`src/design/rotate_project_point_top_assert.svh`:
```
// assertion macros for the projection pipeline
`ifndef ROTATE_PROJECT_POINT_TOP_ASSERT_SVH
`define ROTATE_PROJECT_POINT_TOP_ASSERT_SVH

// a source pulse is followed by the strobe a fixed number of cycles later
`define RPP_ASSERT_DELAYED(label, clk, rst_n, sig, src, dly) \
  label: assert property (@(posedge clk) disable iff (!rst_n) (src) |-> ##(dly) (sig)) \
    else $error("delayed strobe mismatch");

// a condition implies another in the same cycle
`define RPP_ASSERT_IMPLIES(label, clk, rst_n, cond, conseq) \
  label: assert property (@(posedge clk) disable iff (!rst_n) (cond) |-> (conseq)) \
    else $error("implication violated");

`endif

```
`src/design/rpp_pkg.sv`:
```
`timescale 1ns / 1ps
package rpp_pkg;

  // cordic datapath width, q2.30 plus guard bits
  localparam int CORDIC_W = 34;
  localparam int ATAN_LEN = 24;
  localparam logic signed [CORDIC_W-1:0] CORDIC_X0 = 34'sd652032874;

  localparam int CFG_IDX_W  = 3;
  localparam int CFG_DATA_W = 24;
  localparam logic [CFG_IDX_W-1:0] REG_CENTRE_U = 3'd0;
  localparam logic [CFG_IDX_W-1:0] REG_CENTRE_V = 3'd1;
  localparam logic [CFG_IDX_W-1:0] REG_GAIN_U   = 3'd2;
  localparam logic [CFG_IDX_W-1:0] REG_GAIN_V   = 3'd3;

  localparam logic [23:0] GAIN_RESET = 24'd65536;

  typedef struct packed {
    logic        [15:0] turn_angle;
    logic signed [31:0] pos_x;
    logic signed [31:0] pos_y;
    logic signed [31:0] pos_z;
  } in_item_t;

  typedef struct packed {
    logic signed [15:0] pixel_u;
    logic signed [15:0] pixel_v;
  } out_item_t;

  // one beat travelling down the cordic chain
  typedef struct packed {
    logic                       valid;
    logic                       flip;
    logic signed [CORDIC_W-1:0] x;
    logic signed [CORDIC_W-1:0] y;
    logic signed [CORDIC_W-1:0] z;
    logic signed [31:0]         pos_x;
    logic signed [31:0]         pos_y;
    logic signed [31:0]         pos_z;
  } cordic_beat_t;

  // arctangent of 2^-i in 32-bit turn units
  function automatic logic [31:0] atan_turn(input logic [4:0] idx);
    logic [31:0] a;
    unique case (idx)
      5'd0:  a = 32'h20000000;
      5'd1:  a = 32'h12E4051E;
      5'd2:  a = 32'h09FB385B;
      5'd3:  a = 32'h051111D4;
      5'd4:  a = 32'h028B0D43;
      5'd5:  a = 32'h0145D7E1;
      5'd6:  a = 32'h00A2F61E;
      5'd7:  a = 32'h00517C55;
      5'd8:  a = 32'h0028BE53;
      5'd9:  a = 32'h00145F2F;
      5'd10: a = 32'h000A2F98;
      5'd11: a = 32'h000517CC;
      5'd12: a = 32'h00028BE6;
      5'd13: a = 32'h000145F3;
      5'd14: a = 32'h0000A2FA;
      5'd15: a = 32'h0000517D;
      5'd16: a = 32'h000028BE;
      5'd17: a = 32'h0000145F;
      5'd18: a = 32'h00000A30;
      5'd19: a = 32'h00000518;
      5'd20: a = 32'h0000028C;
      5'd21: a = 32'h00000146;
      5'd22: a = 32'h000000A3;
      5'd23: a = 32'h00000051;
      default: a = 32'h00000000;
    endcase
    return a;
  endfunction

  // q32 value to pixel: round half up, saturate to 16 bits signed
  function automatic logic signed [15:0] sat_pixel(input logic signed [63:0] q);
    logic signed [63:0] r;
    logic signed [63:0] t;
    logic signed [15:0] p;
    r = q + 64'sd2147483648;
    t = r >>> 32;
    if (t > 64'sd32767) begin
      p = 16'sh7FFF;
    end else if (t < -64'sd32768) begin
      p = 16'sh8000;
    end else begin
      p = t[15:0];
    end
    return p;
  endfunction

endpackage

```
`src/design/rpp_prep.sv`:
```
`timescale 1ns / 1ps
module rpp_prep #(
  parameter int ANGLE_BITS = 16
) (
  input  logic                   clk,
  input  logic                   rst_n,
  input  logic                   fire,
  input  rpp_pkg::in_item_t      item,
  output rpp_pkg::cordic_beat_t  beat_out
);

  localparam logic [31:0] ANGLE_KEEP = ~((32'd1 << (32 - ANGLE_BITS)) - 32'd1);

  logic [31:0]           ang;
  logic                  flip;
  logic [31:0]           ang_fold;
  rpp_pkg::cordic_beat_t beat_nxt;
  rpp_pkg::cordic_beat_t beat_r;

  always_comb begin
    ang      = {item.turn_angle, 16'h0000} & ANGLE_KEEP;
    // left half plane: bit 31 of (ang + quarter turn)
    flip     = ang[31] ^ ang[30];
    ang_fold = flip ? {~ang[31], ang[30:0]} : ang;
    beat_nxt.valid = fire;
    beat_nxt.flip  = flip;
    beat_nxt.x     = rpp_pkg::CORDIC_X0;
    beat_nxt.y     = '0;
    beat_nxt.z     = {{(rpp_pkg::CORDIC_W - 32){ang_fold[31]}}, ang_fold};
    beat_nxt.pos_x = item.pos_x;
    beat_nxt.pos_y = item.pos_y;
    beat_nxt.pos_z = item.pos_z;
  end

  always_ff @(posedge clk) begin
    if (!rst_n) begin
      beat_r <= '0;
    end else begin
      beat_r <= beat_nxt;
    end
  end

  assign beat_out = beat_r;

endmodule

```
`config.mk`:
```
export PLATFORM = sky130hd
export DESIGN_NAME = rpp_prep
export DESIGN_NICKNAME = d
export VERILOG_FILES = /design/src/design/rotate_project_point_top_assert.svh /design/src/design/rpp_pkg.sv /design/src/design/rpp_prep.sv
export SDC_FILE = /design/constraint.sdc
export NUM_CORES = 1
export LEC_CHECK = 0
export BUFFER_PORTS_ARGS = -buffer_cell sky130_fd_sc_hd__buf_2
export CAP_MARGIN = 20
export CORE_AREA = 8 8 117 119
export DETAILED_ROUTE_END_ITERATION = 12
export DIE_AREA = 0 0 125 127
export PLACE_DENSITY = 0.69
export REMOVE_ABC_BUFFERS = 1
export SETUP_SLACK_MARGIN = 0.1
export SLEW_MARGIN = 20
export SYNTH_ARGS = -nofsm -noshare
export SYNTH_HDL_FRONTEND = slang
export SYNTH_SLANG_ARGS = --single-unit
```
`constraint.sdc`:
```
create_clock -name clk -period 2.85 [get_ports clk]
set_clock_uncertainty 0.05 [all_clocks]
set_input_delay 0.855 -clock clk [delete_from_list [all_inputs] [get_ports clk]]
set_output_delay 0.855 -clock clk [all_outputs]
set_load 0.01 [all_outputs]
```
== After elaboration in Yosys (flattened, before gate mapping) ==
Index checks and enable logic that the tools add are counted.

* Flip-flop bits (word level): 194
* Bits of input ports: 115
* Output and inout bits: 200
* Word-level logic and storage cells: 12

* Mux-type cells: 2
* Bitwise operators: 2

{| class="wikitable"
|+ Operators with widths
! cell !! number
|-
| two-way mux 194 bit || 1
|-
| two-way mux 32 bit || 1
|-
| inverter 1 bit || 1
|-
| XOR 1 bit || 1
|}

== Longest topological paths before layout ==
Gate-level depths: netlist of run 1.

* Depth after elaboration: 3
* Mapped depth: 3
* Mapped depth without buffers: 2

== Worst setup path after synthesis of run 1 ==
No wires, ideal clock.

* Path kind: flip-flop to output port
* From: register, netlist name beat_out[190]
* To: output beat_out[167] in the netlist's numbering
* Data arrival time: 0.817 ns
* Data required time: 1.945 ns
* Slack: 1.128 ns
* Stages on the path, launching flop included: 2
* Path buffers: 1
* Path through: dfxtp_1 buf_4

{| class="wikitable"
|+ RTL lines
! element !! RTL line !! text
|-
| end: declaration || rpp_prep.sv:9 || <nowiki>output rpp_pkg::cordic_beat_t beat_out</nowiki>
|}

==> flow_summary.yaml, run 1 <==
status:
  status: "finished clean"
power:
  power.switching_mw: 0.9041
  vdd_drop_max_uv: 324.6
  switching_share: 0.2213
  p_int_mw: 3.181
  p_clk_frac: 0.493
  p_per_area_nw_per_um2: 773.2
  combPwrFrac: 0.086
  seqPwrFrac: 0.421
  p_leak_nw: 2.850
floorplan:
  num_rows: 40
  ios: 315
  core_um2: 11810
  die_y_um: 127
  fp.dieArea_um2: 15880
  initial_utilization: 0.3192
  die_x_um: 125
critical_path:
  slowest_delay_ps: 590
  cp-end-kind: "primary output"
  critical_path_buf_inv_count: 1
  path_delay_family: "flip-flops"
  slowest_stage: "dfxtp_1"
  crit_fanout: 18
  crit_chain: "buf_2"
  startpoint_type: "register"
  worstSetupPathType: "register to primary output"
  arrival_ps: 1210
  cp.required_ps: 1950
routing:
  dr_total_vias: 2671
  drtPass1Iterations: 3
  vias_per_cell: 3.684
  drt_iter0_markers: 88
  drcViolationCount: 0
  drt-wirelength-per-cell_um: 14.12
  ant_nets: 0
  finalWirelength_um: 10240
global_route:
  grt_max_degree: 41
  grt_pass1_wl_um: 15410
  antenna_found_initial: 0
  grt-ovfl-total: 0
  track_usage: 0.1257
  grt_pass1_vias: 3021
finish:
  utilization: 0.4474
  area_delta_synth_final_pct: 40.16
  fin_cells: 725
  drive_gt1_frac: 0.4827
  largest_reg_flops: 115
  fin_area_um2: 5284
  final_nets: 680
  antenna_cells: 0
sta:
  max_freq_mhz: 473.1
  tns_ps: 0
  finalSetupViolCount: 0
  layout_min_cycle_time_ps: 2114
  hold_viol_final: 0
  rsz0062_at_grt: "no"
  slew_viol_final: 0
  post-route-period-util: 0.7416
  holdWs_ps: 603.0
logic_synthesis:
  yosysWarningCount: 0
  synth_simple_gate_area_frac: 0.1892
  yosysMostFrequentCell: "dfxtp_1"
  synth_common_cells: "dfxtp_1, and2_1, buf_4, buf_6, buf_2"
  synth_compound_area_frac: 0
  yosys.area.top_type_share: 0.6107
  synth_ff_type: "dfxtp_1"
  synth_mux_area_frac: 0
  synth_top_area_cell: "dfxtp_1"
  netlist_area_um2: 3770
  ys_ff_latch: 115
  syn-mean-instance-area_um2: 11.49
  synth_top_family_by_area: "buffers and inverters"
  yosysSeqAreaShare: 0.6107
  syn_inst: 328
  synth_fa_ha_area_frac: 0
  synth.area.top_cells: "dfxtp_1, and2_1, buf_4, buf_6, buf_2"
  synth_xor_xnor_area_share: 0.002323
  async_flop_share: 0
  netlist-cell-type-count: 7
  synth_edf_count: 0
clocking:
  cts_resized: 0
  root_buffer: "clkbuf_16"
  clkSinkCount: 115
  h-tree-depth: 4
  cts_hold_buffers: 0
  cts_tree: "done"
  clk_path_buf_depth: 2
  cts_setup_buffers: 0
  clk_pin_slew_ps: 50
  cts-buffers-inserted: 17
flow_run:
  drv_cap: 0
placed_design:
  placedInstanceArea_um2: 4712
  dp_cells: 693
  place.gp.congestion: 0.7670
  io_buffers: 248
  dp_hpwl_um: 8308
worst_hold_path:
  hold_class: "primary input to register"
-- layout by cell type, fill, tap and decap left out --
cell / n
clkbuf_16: 17
dfxtp_1: 115
and2_1: 114
buf_4: 2
clkinv_2: 6
bufinv_16: 2
clkbuf_1: 3
conb_1: 66
buf_2: 248
clkbuf_8: 2
xor2_1: 1
clkinv_4: 2
-- path summary, 6_finish.rpt --
check | from | to | slack (ps) | cells after the start
max | beat_out[190]$_DFF_P_ | beat_out[182] | 740 | 1
min | item[9] | beat_out[9]$_SDFF_PN0_ | 600 | 2
-- cell type report --
class / instances / area (µm²)
fill: 1145 / 6528
sequential: 115 / 2302
timing repair buffer: 250 / 1256
multi-input combinational: 181 / 969.7
clock buffer: 22 / 464.2
tap: 147 / 183.9
clock inverter: 10 / 107.6
-- through the flow --
stage	worst slack, ps	total power [mW]
after floorplan	520.7	1.899
after global placement	898.9	2.101
after detailed placement	832.4	2.109
after CTS	704.6	4.146
after global routing	619.6	4.271
final	736.4	4.085
-- logic make-up (layout without fill, tap and decap cells) --
logic type	after synthesis	in the layout
xor gates and xnor gates	1	1
DFF	115	115
and+or+nand+nor	114	114
buffers and inverters	97	282
other	1	66
-- per-layer routing --
layer | share of wire | global-route usage | vias up | routed length (µm)
li1 | - | - | 1312 | -
met1 | 0.36 | 0.1128 | 1148 | 3652
met2 | 0.50 | 0.2202 | 197 | 5137
met3 | 0.12 | 0.07696 | 14 | 1247
met4 | 0.019 | 0.06232 | 0 | 198
met5 | 0 | 0 | - | 0
-- power by group through the flow --
stage	logic, mW	clock network (mW)	registers (mW)
final	0.353	2.01	1.72
after global routing	0.390	2.15	1.73
after CTS	0.356	2.07	1.72
after detailed placement	0.355	0	1.75
after global placement	0.350	0	1.75
after floorplan	0.0898	0	1.81
Note: power is estimated with default switching activity, not from simulation.
==> inputs of run 2 (changes only) <==
Settings changed: CORE_AREA 8 8 117 119 to 8 8 115 117, DIE_AREA 0 0 125 127 to 0 0 123 125, PLACE_DENSITY 0.69 to 0.71.
Clock period 2.85 ns to 2.1 ns, I/O delays scaled along.
==> run 2 against run 1 <==
  * Non-clock buffer count is 1 lower
  * Flip-flop and latch count stayed put
  * Sequential power is 36% higher
  * Largest cell class unchanged
  * Largest power group unchanged
==> flow_summary.yaml, run 2 (synthesized netlist as in run 1, its figures left out) <==
routing:
  drt_iter0_markers: 118
  vias_per_cell: 3.728
  drt-wirelength-per-cell_um: 14.28
  dr_total_vias: 2695
  ant_nets: 0
  drcViolationCount: 0
  finalWirelength_um: 10330
  drtPass1Iterations: 4
placed_design:
  dp_hpwl_um: 8308
  place_ws_ps: 565.5
  placedInstanceArea_um2: 4717
  place.gp.congestion: 0.7873
  io_buffers: 248
power:
  vdd_drop_max_uv: 520.6
  p_leak_nw: 2.853
  p_per_area_nw_per_um2: 1060
finish:
  fin_area_um2: 5301
  layout_commonest_cell: "buf_2"
  mostFrequentLayoutCells: "buf_2, and2_1, dfxtp_1"
  antenna_cells: 0
  drive_gt1_frac: 0.4826
  final_nets: 679
  largest_reg_flops: 115
  area_delta_synth_final_pct: 40.62
global_route:
  grt_max_degree: 116
  antenna_found_initial: 0
  grt_pass1_wl_um: 15080
  grt_pass1_vias: 2949
  track_usage: 0.1280
  grt-ovfl-total: 0
clocking:
  cts-buffers-inserted: 17
  cts_tree: "done"
  clk_path_buf_depth: 2
  cts_hold_buffers: 0
  clkSinkCount: 115
  h-tree-depth: 4
  clk_pin_slew_ps: 50
  root_buffer: "clkbuf_16"
flow_run:
  drv_cap: 0
sta:
  layout_min_cycle_time_ps: 1763
  final.setup.worst_slack_ps: 336.7
  hold_viol_final: 0
  finalSetupViolCount: 0
  holdWs_ps: 381.3
  slew_viol_final: 0
  max_freq_mhz: 567.1
  post-route-period-util: 0.8397
  rsz0062_at_grt: "no"
critical_path:
  arrival_ps: 1080
  cp-end-kind: "primary output"
  slowest_delay_ps: 480
  crit_fanout: 18
  path_delay_family: "flip-flops"
  crit_chain: "buf_2"
  startpoint_type: "register"
  worstSetupPathType: "register to primary output"
  slowest_stage: "dfxtp_2"
  crit_cells: 1
  critical_path_buf_inv_count: 1
  cp.required_ps: 1420
floorplan:
  initial_utilization: 0.3247
  core_um2: 11610
  ios: 315
  die_x_um: 123
  num_rows: 40
  fp.dieArea_um2: 15380
  die_y_um: 125
status:
  status: "finished clean"
worst_hold_path:
  hold_class: "primary input to register"
  worstHoldPathCells: 2
-- run 2: through the flow --
step | util | instances | setup TNS, ps | power, mW
after detailed placement | 0.4063 | 692 | 0 | 2.866
after CTS | 0.4565 | 723 | 0 | 5.698
after global routing | 0.4566 | 723 | 0 | 5.858
after global placement | 0.4063 | 692 | 0 | 2.855
after floorplan | - | 296 | -78.18 | 2.578
final | 0.4566 | 723 | 0 | 5.621
-- run 2: final cells by class --
class | count | area, µm²
clock buffers | 21 | 450.4
clock inverters | 10 | 132.6
fillers | 1102 | 6310
multi-input cells | 181 | 969.7
flip-flops and latches | 115 | 2303
well taps | 147 | 183.9
repair buffers | 249 | 1261
-- run 2: repair_timing --
action                     CTS  global route
setup endpoints to repair    0            18
resized for setup            0             1
setup buffers                0             0
-- run 2: final timing paths --
| kind | startpoint | slack [ps] | endpoint |
|---|---|---|---|
| min | item[50] | 380 | beat_out[50]$_SDFF_PN0_ |
| max | beat_out[190]$_DFF_P_ | 340 | beat_out[183] |
-- run 2: metal layers --
| metal | vias to the layer above | wire (µm) | global-route usage |
|---|---|---|---|
| li1 | 1307 | - | - |
| met1 | 1199 | 3810 | 0.1282 |
| met2 | 176 | 5170 | 0.2218 |
| met3 | 13 | 1147 | 0.05131 |
| met4 | 0 | 199 | 0.06662 |
| met5 | - | 0 | 0 |
-- run 2: power by group --
group | switching [mW] | internal [mW] | total, mW
clock network | 0.923 | 1.88 | 2.80
registers | 0.0333 | 2.30 | 2.34
logic | 0.261 | 0.220 | 0.481
==> inputs of run 3 (changes only) <==
Clock period 2.1 ns to 1.82 ns, I/O delays scaled along.
==> run 3 against run 2 <==
  * Utilization rose by 0.50 points
  * Worst hold slack got worse by 84 ps
  * Critical path depth did not move
  * Routed wire length rose by 0.45%
  * Cell area rose by 1.1%
  * Sequential share of layout area fell by 0.42 points
  * Largest power group unchanged
  * Combinational power rose by 15%
  * Critical path type unchanged
  * Setup slack got worse by 110 ps
==> flow_summary.yaml, run 3 (synthesized netlist as in run 1, its figures left out) <==
power:
  p_leak_nw: 2.872
  p_int_mw: 5.339
  combPwrFrac: 0.082
  switching_share: 0.2105
  vdd_drop_max_uv: 779.6
  power.switching_mw: 1.423
  p_clk_frac: 0.519
  p_per_area_nw_per_um2: 1262
  seqPwrFrac: 0.399
global_route:
  grt_pass1_wl_um: 15250
  grt-ovfl-total: 0
  grt_pass1_vias: 3060
  track_usage: 0.1290
  antenna_found_initial: 0
  grt_max_degree: 116
routing:
  ant_nets: 0
  drtPass1Iterations: 4
  finalWirelength_um: 10370
  drt_iter0_markers: 80
  dr_total_vias: 2712
  drt-wirelength-per-cell_um: 14.33
  vias_per_cell: 3.746
  drcViolationCount: 0
placed_design:
  dp_cells: 692
  dp_hpwl_um: 8312
  io_buffers: 248
  place_ws_ps: 381.7
  placedInstanceArea_um2: 4717
  place.gp.congestion: 0.7868
clocking:
  root_buffer: "clkbuf_16"
  clkSinkCount: 115
  clk_pin_slew_ps: 50
  cts-buffers-inserted: 17
  cts_hold_buffers: 0
  cts_setup_buffers: 0
  cts_tree: "done"
  clk_path_buf_depth: 2
  h-tree-depth: 4
sta:
  final.setup.worst_slack_ps: 228.3
  post-route-period-util: 0.8746
  slew_viol_final: 0
  finalSetupViolCount: 0
  max_freq_mhz: 628.3
  layout_min_cycle_time_ps: 1592
  rsz0062_at_grt: "no"
  hold_viol_final: 0
finish:
  fin_area_um2: 5359
  area_delta_synth_final_pct: 42.15
  largest_reg_flops: 115
  drive_gt1_frac: 0.4853
  antenna_cells: 0
  utilization: 0.4615
  layout_commonest_cell: "buf_2"
  mostFrequentLayoutCells: "buf_2, and2_1, dfxtp_1"
  fin_cells: 724
  final_nets: 679
floorplan:
  core_um2: 11610
  num_rows: 40
  initial_utilization: 0.3247
  ios: 315
  die_y_um: 125
  fp.dieArea_um2: 15380
  die_x_um: 123
critical_path:
  arrival_ps: 1000
  path_delay_family: "flip-flops"
  slowest_stage: "dfxtp_4"
  startpoint_type: "register"
  crit_chain: "buf_2"
  crit_fanout: 18
  cp.required_ps: 1220
  cp-end-kind: "primary output"
  critical_path_buf_inv_count: 1
  worstSetupPathType: "register to primary output"
  slowest_delay_ps: 430
status:
  status: "finished clean"
worst_hold_path:
  hold_class: "primary input to register"
flow_run:
  drv_cap: 0
-- run 3: timing repair --
item                       CTS  global route
gates resized for setup      1             1
setup endpoints to repair   18            18
cloned                       0             0
-- run 3: area by class of cell --
class | instances | area [µm²]
Clock buffer | 23 | 488.0
Clock inverter | 9 | 150.1
Fill cell | 1121 | 6252
Multi-Input combinational cell | 181 | 969.7
Sequential cell | 115 | 2306
Tap cell | 147 | 183.9
Timing Repair Buffer | 249 | 1261
-- run 3: routing by layer --
| metal | part of all wire | track usage |
|---|---|---|
| met4 | 0.015 | 0.06166 |
| met2 | 0.50 | 0.2256 |
| met5 | 0 | 0 |
| met1 | 0.37 | 0.1250 |
| met3 | 0.11 | 0.05941 |
-- run 3: power groups by stage --
| stage | Clock (mW) | Sequential, mW | Combinational, mW |
|---|---|---|---|
| after floorplan | 0 | 2.83 | 0.141 |
| after global placement | 0 | 2.74 | 0.549 |
| after detailed placement | 0 | 2.75 | 0.558 |
| after CTS | 3.59 | 2.70 | 0.560 |
| after global routing | 3.73 | 2.71 | 0.611 |
| final | 3.51 | 2.70 | 0.554 |
-- run 3: worst paths after layout --
kind                             startpoint                       to  slack (ps)  depth (start not counted)
worst max-delay path  beat_out[190]$_DFF_P_            beat_out[183]         230                          1
worst min-delay path               item[75]  beat_out[75]$_SDFF_PN0_         300                          2
-- run 3: through the flow --
stage | total power [mW] | hold slack, ps | TNS (ps)
2_1_floorplan | 2.974 | 523.7 | -3606
3_3_place_gp | 3.294 | 701.1 | 0
3_5_place_dp | 3.307 | 705.6 | 0
4_1_cts | 6.846 | 272.7 | 0
5_1_grt | 7.041 | 277.6 | 0
6_report | 6.762 | 297.2 | 0
