### src/design/rotate_project_point_top_assert.svh
// assertion macros for the projection pipeline
`ifndef ROTATE_PROJECT_POINT_TOP_ASSERT_SVH
`define ROTATE_PROJECT_POINT_TOP_ASSERT_SVH

// a source pulse is followed by the strobe a fixed number of cycles later
`define RPP_ASSERT_DELAYED(label, clk, rst_n, sig, src, dly) \
  label: assert property (@(posedge clk) disable iff (!rst_n) (src) |-> ##(dly) (sig)) \
    else $error("delayed strobe mismatch");

// a condition implies another in the same cycle
`define RPP_ASSERT_IMPLIES(label, clk, rst_n, cond, conseq) \
  label: assert property (@(posedge clk) disable iff (!rst_n) (cond) |-> (conseq)) \
    else $error("implication violated");

`endif

### src/design/rpp_pkg.sv
`timescale 1ns / 1ps
package rpp_pkg;

  // cordic datapath width, q2.30 plus guard bits
  localparam int CORDIC_W = 34;
  localparam int ATAN_LEN = 24;
  localparam logic signed [CORDIC_W-1:0] CORDIC_X0 = 34'sd652032874;

  localparam int CFG_IDX_W  = 3;
  localparam int CFG_DATA_W = 24;
  localparam logic [CFG_IDX_W-1:0] REG_CENTRE_U = 3'd0;
  localparam logic [CFG_IDX_W-1:0] REG_CENTRE_V = 3'd1;
  localparam logic [CFG_IDX_W-1:0] REG_GAIN_U   = 3'd2;
  localparam logic [CFG_IDX_W-1:0] REG_GAIN_V   = 3'd3;

  localparam logic [23:0] GAIN_RESET = 24'd65536;

  typedef struct packed {
    logic        [15:0] turn_angle;
    logic signed [31:0] pos_x;
    logic signed [31:0] pos_y;
    logic signed [31:0] pos_z;
  } in_item_t;

  typedef struct packed {
    logic signed [15:0] pixel_u;
    logic signed [15:0] pixel_v;
  } out_item_t;

  // one beat travelling down the cordic chain
  typedef struct packed {
    logic                       valid;
    logic                       flip;
    logic signed [CORDIC_W-1:0] x;
    logic signed [CORDIC_W-1:0] y;
    logic signed [CORDIC_W-1:0] z;
    logic signed [31:0]         pos_x;
    logic signed [31:0]         pos_y;
    logic signed [31:0]         pos_z;
  } cordic_beat_t;

  // arctangent of 2^-i in 32-bit turn units
  function automatic logic [31:0] atan_turn(input logic [4:0] idx);
    logic [31:0] a;
    unique case (idx)
      5'd0:  a = 32'h20000000;
      5'd1:  a = 32'h12E4051E;
      5'd2:  a = 32'h09FB385B;
      5'd3:  a = 32'h051111D4;
      5'd4:  a = 32'h028B0D43;
      5'd5:  a = 32'h0145D7E1;
      5'd6:  a = 32'h00A2F61E;
      5'd7:  a = 32'h00517C55;
      5'd8:  a = 32'h0028BE53;
      5'd9:  a = 32'h00145F2F;
      5'd10: a = 32'h000A2F98;
      5'd11: a = 32'h000517CC;
      5'd12: a = 32'h00028BE6;
      5'd13: a = 32'h000145F3;
      5'd14: a = 32'h0000A2FA;
      5'd15: a = 32'h0000517D;
      5'd16: a = 32'h000028BE;
      5'd17: a = 32'h0000145F;
      5'd18: a = 32'h00000A30;
      5'd19: a = 32'h00000518;
      5'd20: a = 32'h0000028C;
      5'd21: a = 32'h00000146;
      5'd22: a = 32'h000000A3;
      5'd23: a = 32'h00000051;
      default: a = 32'h00000000;
    endcase
    return a;
  endfunction

  // q32 value to pixel: round half up, saturate to 16 bits signed
  function automatic logic signed [15:0] sat_pixel(input logic signed [63:0] q);
    logic signed [63:0] r;
    logic signed [63:0] t;
    logic signed [15:0] p;
    r = q + 64'sd2147483648;
    t = r >>> 32;
    if (t > 64'sd32767) begin
      p = 16'sh7FFF;
    end else if (t < -64'sd32768) begin
      p = 16'sh8000;
    end else begin
      p = t[15:0];
    end
    return p;
  endfunction

endpackage

### src/design/rpp_cordic_stage.sv
`timescale 1ns / 1ps
module rpp_cordic_stage #(
  parameter int STAGE_IDX = 0
) (
  input  logic                   clk,
  input  logic                   rst_n,
  input  rpp_pkg::cordic_beat_t  beat_in,
  output rpp_pkg::cordic_beat_t  beat_out
);

  logic signed [rpp_pkg::CORDIC_W-1:0] dx;
  logic signed [rpp_pkg::CORDIC_W-1:0] dy;
  logic signed [rpp_pkg::CORDIC_W-1:0] da;
  rpp_pkg::cordic_beat_t               beat_nxt;
  rpp_pkg::cordic_beat_t               beat_r;

  always_comb begin
    dx = beat_in.y >>> STAGE_IDX;
    dy = beat_in.x >>> STAGE_IDX;
    da = $signed({{(rpp_pkg::CORDIC_W - 32){1'b0}}, rpp_pkg::atan_turn(5'(STAGE_IDX))});
    beat_nxt = beat_in;
    // rotate towards zero residual angle
    if (!beat_in.z[rpp_pkg::CORDIC_W-1]) begin
      beat_nxt.x = beat_in.x - dx;
      beat_nxt.y = beat_in.y + dy;
      beat_nxt.z = beat_in.z - da;
    end else begin
      beat_nxt.x = beat_in.x + dx;
      beat_nxt.y = beat_in.y - dy;
      beat_nxt.z = beat_in.z + da;
    end
  end

  always_ff @(posedge clk) begin
    if (!rst_n) begin
      beat_r <= '0;
    end else begin
      beat_r <= beat_nxt;
    end
  end

  assign beat_out = beat_r;

endmodule

### config.mk
export PLATFORM = sky130hd
export DESIGN_NAME = rpp_cordic_stage
export DESIGN_NICKNAME = d
export VERILOG_FILES = /design/src/design/rotate_project_point_top_assert.svh /design/src/design/rpp_pkg.sv /design/src/design/rpp_cordic_stage.sv
export SDC_FILE = /design/constraint.sdc
export NUM_CORES = 1
export LEC_CHECK = 0
export BUFFER_PORTS_ARGS = -buffer_cell sky130_fd_sc_hd__buf_2
export CAP_MARGIN = 20
export CORE_AREA = 2 2 155 157
export CTS_CLUSTER_SIZE = 12
export DETAILED_ROUTE_END_ITERATION = 8
export DIE_AREA = 0 0 157 159
export PLACE_DENSITY = 0.77
export SYNTH_ARGS = -nofsm -noshare
export SYNTH_HDL_FRONTEND = slang
export SYNTH_SLANG_ARGS = --single-unit
### constraint.sdc
create_clock -name clk -period 4.7 [get_ports clk]
set_clock_uncertainty 0.2 [all_clocks]
set_input_delay 0.94 -clock clk [delete_from_list [all_inputs] [get_ports clk]]
set_output_delay 0.94 -clock clk [all_outputs]
set_load 0.005 [all_outputs]
After elaboration in Yosys (flattened, before gate mapping). Index checks and enable logic that the tools add are counted.

$add $sub $neg: 5. Muxes and demuxes: 1.

Operator list (count): 102-bit 2-to-1 mux (1); 34-bit subtractor (2); 34-bit by 31-bit adder with 34-bit output, second input constant (1); 34-bit adder (1); 34-bit by 31-bit subtractor with 34-bit output, second input constant (1).

Flip-flop bits (word level): 200. Bits of input ports: 202. Output and inout port bits: 200. Logic and storage cells: 14.

Depth between registers and ports, before layout. Gate-level depths: netlist (run 1).

Word-level depth: 2. Gate-level depth with buffers: 12. Gate-level depth less buffers: 12.

Worst setup path after synthesis (run 1). Ideal clock, no wire load.

Path kind: input to register. Start point: input beat_in[130] in the netlist's numbering. End point: register beat_r, in the netlist beat_out[194]. Setup time: 0.059 ns. Arrival time: 3.424 ns. Data required time: 4.441 ns. Slack: 1.017 ns. Cell stages on the path: 11. Buffers on the path: 0. Cells stage by stage: ha_1 -> fa_1 -> nor2b_1 -> o311a_1 -> o211a_1 -> nor3_1 -> o211ai_1 -> a31oi_2 -> o31a_1 -> mux2_2 -> nand2_1.

Word-level cells in the longest chain between the ends: 2. Elaborated cells on any way between the ends: 3. Classes of those cells: 2 x add/sub; 1 x mux.

Ends and longest elaborated chain: start, declared (line rpp_cordic_stage.sv:7) `input rpp_pkg::cordic_beat_t beat_in,`; 34-bit subtractor or 34-bit adder (tied branches) (line rpp_cordic_stage.sv:24, rpp_cordic_stage.sv:28); 102-bit 2-to-1 mux * (line rpp_cordic_stage.sv:23) `if (!beat_in.z[rpp_pkg::CORDIC_W-1]) begin`; end signal, assigned (line rpp_cordic_stage.sv:38) `beat_r <= beat_nxt;`; end, declared (line rpp_cordic_stage.sv:15) `rpp_pkg::cordic_beat_t beat_r;`.

Every way passes the cells marked *; elsewhere a longest branch is shown, timed or not. A chain may end at the register's enable or synchronous reset.

Final worst setup path (run 1).
Start point: input beat_in[132] in the netlist's numbering. End point: register beat_r, in the netlist beat_out[190].

Same word-level chain as after synthesis.

==> results of run 1 <==
## metrics by stage
stage | power (mW) | setup slack (ns) | instances | hold WS (ns)
global route | 4.93 | 0.504 | 2023 | 0.478
finish | 4.73 | 0.580 | 2027 | 0.493
CTS | 4.73 | 0.699 | 2020 | 0.481
global placement | 3.14 | 0.198 | 1988 | 0.946
floorplan | 2.62 | 1.02 | 1314 | 0.812
detailed placement | 3.14 | 0.261 | 1988 | 0.949
## worst min path at each step
stage	endpoint	slack, ns	cells after the start	from
2_1_floorplan	beat_out[125]	0.81	1	beat_in[125]
3_3_place_gp	beat_out[11]	0.95	2	beat_in[11]
3_5_place_dp	beat_out[11]	0.95	2	beat_in[11]
4_1_cts	beat_out[11]	0.48	2	beat_in[11]
5_1_grt	beat_out[94]	0.48	2	beat_in[94]
6_report	beat_out[52]	0.49	2	beat_in[52]
## cell usage after synthesis, drive strengths merged, types with 4 or more instances
cell type  number  area share, %
a21o           24            1.6
o21a           10           0.68
nor2b          13           0.74
and2          134            7.6
nor2          125            4.2
a311oi          4           0.37
o211ai          9           0.61
o221ai          4           0.32
a31oi           5           0.34
or3             8           0.45
o21bai         14           0.95
clkbuf         44            1.5
o41ai           4           0.56
a2111oi         7           0.67
buf            24            1.0
and3            5           0.28
inv            98            3.3
ha            102             12
nand2          63            2.1
nor4            7           0.40
o31ai          15            1.0
o21ai          69            3.1
fa              4           0.73
mux2i          20            1.8
nand4          10           0.57
xor2            9           0.71
nor3           26            1.2
dfxtp         199             36
nand3          13           0.59
nand2b         11           0.62
xnor2          41            3.3
or2             4           0.23
a211oi         16            1.1
a21oi         124            5.7
## power by group through the flow
stage               sequential [mW]  combinational [mW]  clock, mW
finish                         1.88                1.25       1.59
global route                   1.89                1.35       1.68
CTS                            1.88                1.23       1.61
detailed placement             1.92                1.22          0
global placement               1.92                1.22          0
floorplan                      1.93               0.697          0
## logic make-up after synthesis
logic type | count (synthesis)
AO/OA/AOI/OAI | 340
XOR/XNOR | 50
adder cells (fa/ha/maj) | 106
buffers and inverters | 169
flip-flops | 199
multiplexers | 21
AND/OR/NAND/NOR | 429
## worst max-delay path, delay by kind of cell
kind | cells | cell delay [ns]
buffers and inverters | 2 | 0.15
AND/OR/NAND/NOR | 3 | 0.39
adder cells (fa/ha/maj) | 1 | 0.42
XOR/XNOR | 1 | 0.15
AO/OA/AOI/OAI | 5 | 2.14
## layer usage
layer  part of all wire, %  routed length (um)  GRT usage, %  vias to the layer above
met3                    10                4210          8.33                      114
li1                      -                   -             -                     5225
met1                    41               17100          42.6                     5155
met4                   4.4                1850          15.6                        4
met2                    44               18500          49.6                      637
met5                 0.065                  27             0                        -
## area by class of cell
cell class / instances / area (um2) / share of cell area [%]
sequential: 199 / 3980 / 28.5
tap: 319 / 399 / 2.85
clock inverter: 15 / 218 / 1.56
timing repair buffer: 423 / 2170 / 15.5
multi-input combinational: 946 / 6400 / 45.7
clock buffer: 17 / 425 / 3.04
antenna: 7 / 17.5 / 0.125
inverter: 101 / 379 / 2.71
==> impl_metrics.toml, run 1 <==
[detailed_routing]
wl_mm = 41.8
drt_pass1_iterations = 5
initialDrtViolationCount = 1032
post_drt_wl_per_cell_um = 20.6
drc = 0
vias_per_cell = 5.49
ant_nets = 0
num_vias = 11100

[sta]
fmax_ghz = 0.243
setup-tns-final_ns = 0
period_share_pct = 87.7
hold_viol = 0
rsz0062_at_grt = "no"
finalSetupViolations = 0
max_slew_margin_pct = 35.4
worst_slew_pin_slew_ns = 0.969
final-max-slew-violation-count = 0
fin_crit_ns = 4.12

[cts]
clk_pin_slew_worst_paths_ns = 0.10
cts_tree = "done"
clock-sinks = 199
clock-root-buffer = "clkbuf_16"
numCtsBuffers = 17
post-cts-setup-buffers = 0
postCtsHoldBufs = 0
clockBufferDepth = 2
htreeDepth = 4
ctsResizeCount = 0

[logic_synthesis]
ys_types = 73
ys_seq_area_share_pct = 36.1
synth_ff_type = "dfxtp_1"
synth-xor-area-share_pct = 3.97
synth_top_family_by_area = "compound AO/OA/AOI/OAI gates"
syn_inst = 1314
synth-adder-area-share_pct = 12.3
synth_compound_area_share_pct = 20.0
synth_nets = 1622
synth.area.mux_share_pct = 1.91
yosys_warnings = 0
synth_edf_count = 0
synthSimpleGateAreaFrac_pct = 19.8
synthArstFlopShare_pct = 0
syn_avg_cell_area_um2 = 8.40
syn_area_um2 = 11000
synth_seq_cells = 199

[grt]
gr-total-overflow = 0
grt_max_degree = 129
track_usage_pct = 32.5
grt_pass1_wl_mm = 62.2
first_global_vias = 10300
antenna_found_initial = 8

[power]
ir_drop_v = 0.000238
pwr-share-seq_pct = 39.8
powerDensity_nw_per_um2 = 338
p_leak_nw = 7.07
pwr-share-comb_pct = 26.5
p_sw_mw = 1.63
pwr-share-clk_pct = 33.7
p_int_mw = 3.09
swShare_pct = 34.6

[status]
outcome = "completed"

[cells_and_area]
area_delta_synth_final_pct = 26.8
final_cell_area_um2 = 14000
largest_reg_flops = 199
drive_above_1_share_pct = 28.1
final_common_cell = "buf_2"
nNetsFinal = 1996
final_cell_mix = "buf_2, dfxtp_1, and2_1, nor2_1, a21oi_1"
fin_util_pct = 60.4
num-fill-cells = 2129

[die]
initial_utilization_pct = 47.6
ios = 402
die_w_um = 157
rows = 56
core_um2 = 23200
die_h_um = 159
dieArea_um2 = 25000

[worst_setup_path]
worstSetupPathType = "in2reg"
critPathLaunch = "beat_in[132]"
critPathSlowestCell = "o41ai_1"
path_cells = "buf_2 -> inv_1 -> ha_1 -> nor2b_1 -> o21ai_0 -> a21oi_1 -> o41ai_1 -> o21ai_1 -> a2111oi_0 -> nor3_1 -> xnor2_1 -> nor2_1"
max_stage_delay_ns = 0.71
cp.required_ns = 4.78
endpoint_kind = "flip-flop"
crit_path_start_kind = "primary input"
crit_end = "beat_out[190]"
cp_max_fo = 10
cp_data_arrival_time_ns = 4.20

[place]
gp_congestion = 0.990
dp_hpwl_mm = 33.2
portBuffers = 401
place_area_um2 = 13300

[worst_hold_path]
worstHoldPathType = "in2reg"

[job]
cap_violations = 0
Note: power is estimated with default switching activity, not from simulation.
==> run 2, diff against run 1 <==
BUFFER_PORTS_ARGS = unset   (was -buffer_cell sky130_fd_sc_hd__buf_2)
CORE_AREA = 2 2 157 159   (was 2 2 155 157)
DIE_AREA = 0 0 159 161   (was 0 0 157 159)
DONT_BUFFER_PORTS = 1   (was unset)
PLACE_DENSITY = 0.61   (was 0.77)
==> impl_metrics.toml, run 2 (synthesized netlist as in run 1, its figures left out) <==
[status]
outcome = "completed"

[detailed_routing]
post_drt_wl_per_cell_um = 23.0
initialDrtViolationCount = 941
vias_per_cell = 5.83
ant_nets = 0
drc = 0
wl_mm = 37.3
num_vias = 9427
drt_pass1_iterations = 5

[worst_setup_path]
path_cells = "inv_1 -> ha_1 -> inv_2 -> nand2_1 -> nor4_1 -> and3_1 -> a2111o_1 -> o211a_1 -> o41ai_4 -> o221a_2 -> mux2i_1"
cp.required_ns = 4.88
crit_path_start_kind = "primary input"
critPathLaunch = "beat_in[150]"
cp_max_fo = 9
cp_data_arrival_time_ns = 3.95
worst-path-buf-inv = 2
endpoint_kind = "flip-flop"
worstSetupPathType = "in2reg"
max_stage_delay_ns = 0.55
crit_family = "compound AO/OA/AOI/OAI gates"
critPathSlowestCell = "ha_1"

[grt]
grt_max_degree = 154
grt_util_met1_pct = 35.7
grt_pass1_wl_mm = 55.5
gr-total-overflow = 0
grt_util_met2_pct = 46.9
first_global_vias = 9056
track_usage_pct = 28.1
top_usage_layer = "met2"
antenna_found_initial = 4
use_met3_pct = 6.52

[cells_and_area]
area_delta_synth_final_pct = 7.77
final_cell_mix = "dfxtp_1, and2_1, nor2_1, a21oi_1, ha_1"
final_common_cell = "dfxtp_1"
largest_reg_flops = 199
antenna_cells = 0
nNetsFinal = 1588
final_cell_area_um2 = 11900
drive_above_1_share_pct = 5.41
num-fill-cells = 2323
fin_util_pct = 49.7

[die]
initial_utilization_pct = 46.1
die_w_um = 159
core_um2 = 24000
rows = 57
dieArea_um2 = 25600
die_h_um = 161
ios = 402

[sta]
max_slew_margin_pct = 30.6
period_share_pct = 80.2
hold_viol = 0
final-max-slew-violation-count = 0
fmax_ghz = 0.265
fin_crit_ns = 3.77
finalSetupViolations = 0
worst_slew_pin_slew_ns = 1.04
setup-tns-final_ns = 0
worst_hold_slack_ns = 0.363
rsz0062_at_grt = "no"

[cts]
numCtsBuffers = 17
ctsResizeCount = 0
cts_tree = "done"
clk_pin_slew_worst_paths_ns = 0.09
clock-root-buffer = "clkbuf_16"
clockBufferDepth = 2
htreeDepth = 4
post-cts-setup-buffers = 0
postCtsHoldBufs = 0
clock-sinks = 199

[power]
pwr-share-comb_pct = 20.8
ir_drop_v = 0.000213
pwr-share-clk_pct = 35.1
p_leak_nw = 5.28
power_mw = 4.39
powerDensity_nw_per_um2 = 369
pwr-share-seq_pct = 44.1
p_int_mw = 2.92
p_sw_mw = 1.47
swShare_pct = 33.5

[place]
gp_congestion = 0.953
portBuffers = 0
dp_hpwl_mm = 29.1
place_area_um2 = 11300

[worst_hold_path]
min_from = "beat_in[125]"
worstHoldPathType = "in2reg"

[job]
cap_violations = 0
-- run 2: cell count changes in the layout (fill, tap and decap cells not counted) --
cell      before  now
inv_16         1    0
buf_4         23   15
inv_8          0    3
diode_2        7    0
clkinv_2       0    1
buf_2        400    0
inv_6          3    2
inv_12         4    2
-- run 2: worst paths after layout --
check	to	slack [ns]	cells after the start
worst min-delay path	beat_out[125]	0.36	1
worst max-delay path	beat_out[161]	0.93	11
-- run 2: power groups by stage --
stage,combinational (mW),clock (mW),sequential [mW]
floorplan,0.697,0,1.93
global placement,0.897,0,1.98
detailed placement,0.894,0,1.98
CTS,0.902,1.57,1.94
global route,1.00,1.63,1.94
finish,0.915,1.54,1.94
-- run 2: routing by layer --
metal  vias up  routed length [um]
li1       4393                   -
met1      4492               15600
met2       476               17700
met3        66                2710
met4         0                1270
met5         -                   0
-- run 2: layout make-up --
class	instances	area, um2	share of cell area [%]
well taps	324	405	3.41
clock inverters	15	195	1.64
inverters	101	379	3.19
clock buffers	17	425	3.57
repair buffers	15	113	0.946
multi-input cells	946	6400	53.8
flip-flops and latches	199	3980	33.5
-- run 2: metrics by stage --
step	setup slack, ns	cells
floorplan	1.02	1314
global route	0.777	1617
finish	0.928	1617
global placement	0.509	1585
detailed placement	0.522	1585
CTS	0.960	1617
==> run 3, diff against run 2 <==
clock period = 3.5 ns   (was 4.7 ns; I/O delays follow)
==> impl_metrics.toml, run 3 (synthesized netlist as in run 1, its figures left out) <==
[power]
swShare_pct = 32.9
powerDensity_nw_per_um2 = 475
ir_drop_v = 0.000306
pwr-share-seq_pct = 42.4
pwr-share-comb_pct = 23.7
power_mw = 6.16
pwr-share-clk_pct = 34.0
p_leak_nw = 5.96
p_int_mw = 4.13
p_sw_mw = 2.03

[worst_hold_path]
worstHoldPathType = "in2reg"
min_path_cells = 1
min_from = "beat_in[125]"
hold_end = "beat_out[125]"

[sta]
max_slew_margin_pct = 59.4
hold_viol = 0
worst_hold_slack_ns = 0.124
finalSetupViolations = 0
fin_crit_ns = 3.33
period_share_pct = 95.1
rsz0062_at_grt = "no"
fmax_ghz = 0.301
final-max-slew-violation-count = 0
worst_slew_pin_slew_ns = 0.603

[detailed_routing]
wl_mm = 38.9
drt_pass1_iterations = 5
post_drt_wl_per_cell_um = 22.1
ant_nets = 0
wl_met1_mm = 15.9
drc = 0
wl_met2_mm = 18.4
initialDrtViolationCount = 1010
num_vias = 9814
wl_met3_mm = 3.25
routed.top_layer = "met4"
vias_per_cell = 5.59

[grt]
first_global_vias = 9486
grt_pass1_wl_mm = 57.7
grt_max_degree = 154
antenna_found_initial = 4
gr-total-overflow = 0
track_usage_pct = 29.4

[worst_setup_path]
worstSetupPathType = "in2reg"
cp_max_fo = 4
endpoint_kind = "flip-flop"
cp_data_arrival_time_ns = 3.51
crit_path_start_kind = "primary input"
cp.required_ns = 3.68

[job]
cap_violations = 0

[die]
die_h_um = 161
rows = 57
initial_utilization_pct = 46.1
die_w_um = 159
dieArea_um2 = 25600
core_um2 = 24000
ios = 402

[cts]
clockBufferDepth = 2
htreeDepth = 4
clock-sinks = 199
postCtsHoldBufs = 0
cts_tree = "done"
clk_pin_slew_worst_paths_ns = 0.08
clock-root-buffer = "clkbuf_16"
numCtsBuffers = 17

[cells_and_area]
regArea_um2 = 3980
final_common_cell = "dfxtp_1"
nNetsFinal = 1727
fin_util_pct = 54.1
area_delta_synth_final_pct = 17.4
multi_input_area_um2 = 6400
largest_reg_flops = 199
final_cell_mix = "dfxtp_1, buf_4, and2_1, nor2_1, a21oi_1"
num-fill-cells = 2277
drive_above_1_share_pct = 14.7

[place]
dp_hpwl_mm = 31.0
portBuffers = 0
gp_congestion = 0.928

[status]
outcome = "completed"
## run 3: cell types whose count changed in the layout (fill, tap and decap cells not counted)
cell	previous run	this run
clkinv_2	1	0
clkbuf_8	0	1
inv_12	2	3
clkinv_8	6	5
nor3_2	1	2
diode_2	0	1
buf_4	15	154
nor3_1	25	24
## run 3: through the flow
step / worst slack (ns) / instances / area, um2 / TNS (ns)
floorplan: 0.0570 / 1314 / 11000 / 0
global placement: -0.280 / 1724 / 12300 / -1.92
detailed placement: -0.341 / 1724 / 12300 / -2.37
CTS: 0.0985 / 1756 / 13000 / 0
global route: 0.0891 / 1757 / 13000 / 0
finish: 0.172 / 1757 / 13000 / 0
## run 3: what timing repair did
action                                  CTS  global route
buffers inserted                          0             0
resized for setup                         0             1
endpoints found under the setup margin    0             2
## run 3: worst max path at each step
stage                       from       endpoint  slack [ns]
floorplan           beat_in[130]  beat_out[194]        0.06
global placement    beat_in[130]  beat_out[194]       -0.28
detailed placement  beat_in[130]  beat_out[194]       -0.34
CTS                 beat_in[130]  beat_out[194]         0.1
global route        beat_in[130]  beat_out[194]        0.09
finish              beat_in[130]  beat_out[194]        0.17
## run 3: area by class of cell
| type | instances | share of cell area (%) |
|---|---|---|
| inverters | 101 | 2.92 |
| repair buffers | 154 | 8.92 |
| diodes | 1 | 0.0193 |
| flip-flops and latches | 199 | 30.7 |
| multi-input cells | 946 | 49.4 |
| clock inverters | 14 | 1.47 |
| clock buffers | 18 | 3.39 |
| well taps | 324 | 3.13 |
## run 3: power groups by stage
stage | Combinational [mW] | Sequential, mW | Clock, mW
after global routing | 1.59 | 2.62 | 2.21
after detailed placement | 1.43 | 2.66 | 0
final | 1.46 | 2.61 | 2.09
after global placement | 1.42 | 2.67 | 0
after CTS | 1.44 | 2.61 | 2.12
after floorplan | 0.936 | 2.59 | 0
## run 3: worst max-delay path: stages
cell and delay (ns):
ha_1 0.21, fa_1 0.39, nor2b_1 0.16, o311a_1 0.31
o211a_1 0.27, nor3_2 0.27, o211ai_1 0.22, a31oi_2 0.34
o31a_1 0.23, mux2_2 0.36, nand2_1 0.06
## run 3: routing by layer
| layer | GRT usage [%] | vias up |
|---|---|---|
| met4 | 11.7 | 0 |
| met3 | 8.06 | 64 |
| met2 | 48.5 | 469 |
| met1 | 36.7 | 4610 |
| met5 | 0 | - |
| li1 | - | 4671 |
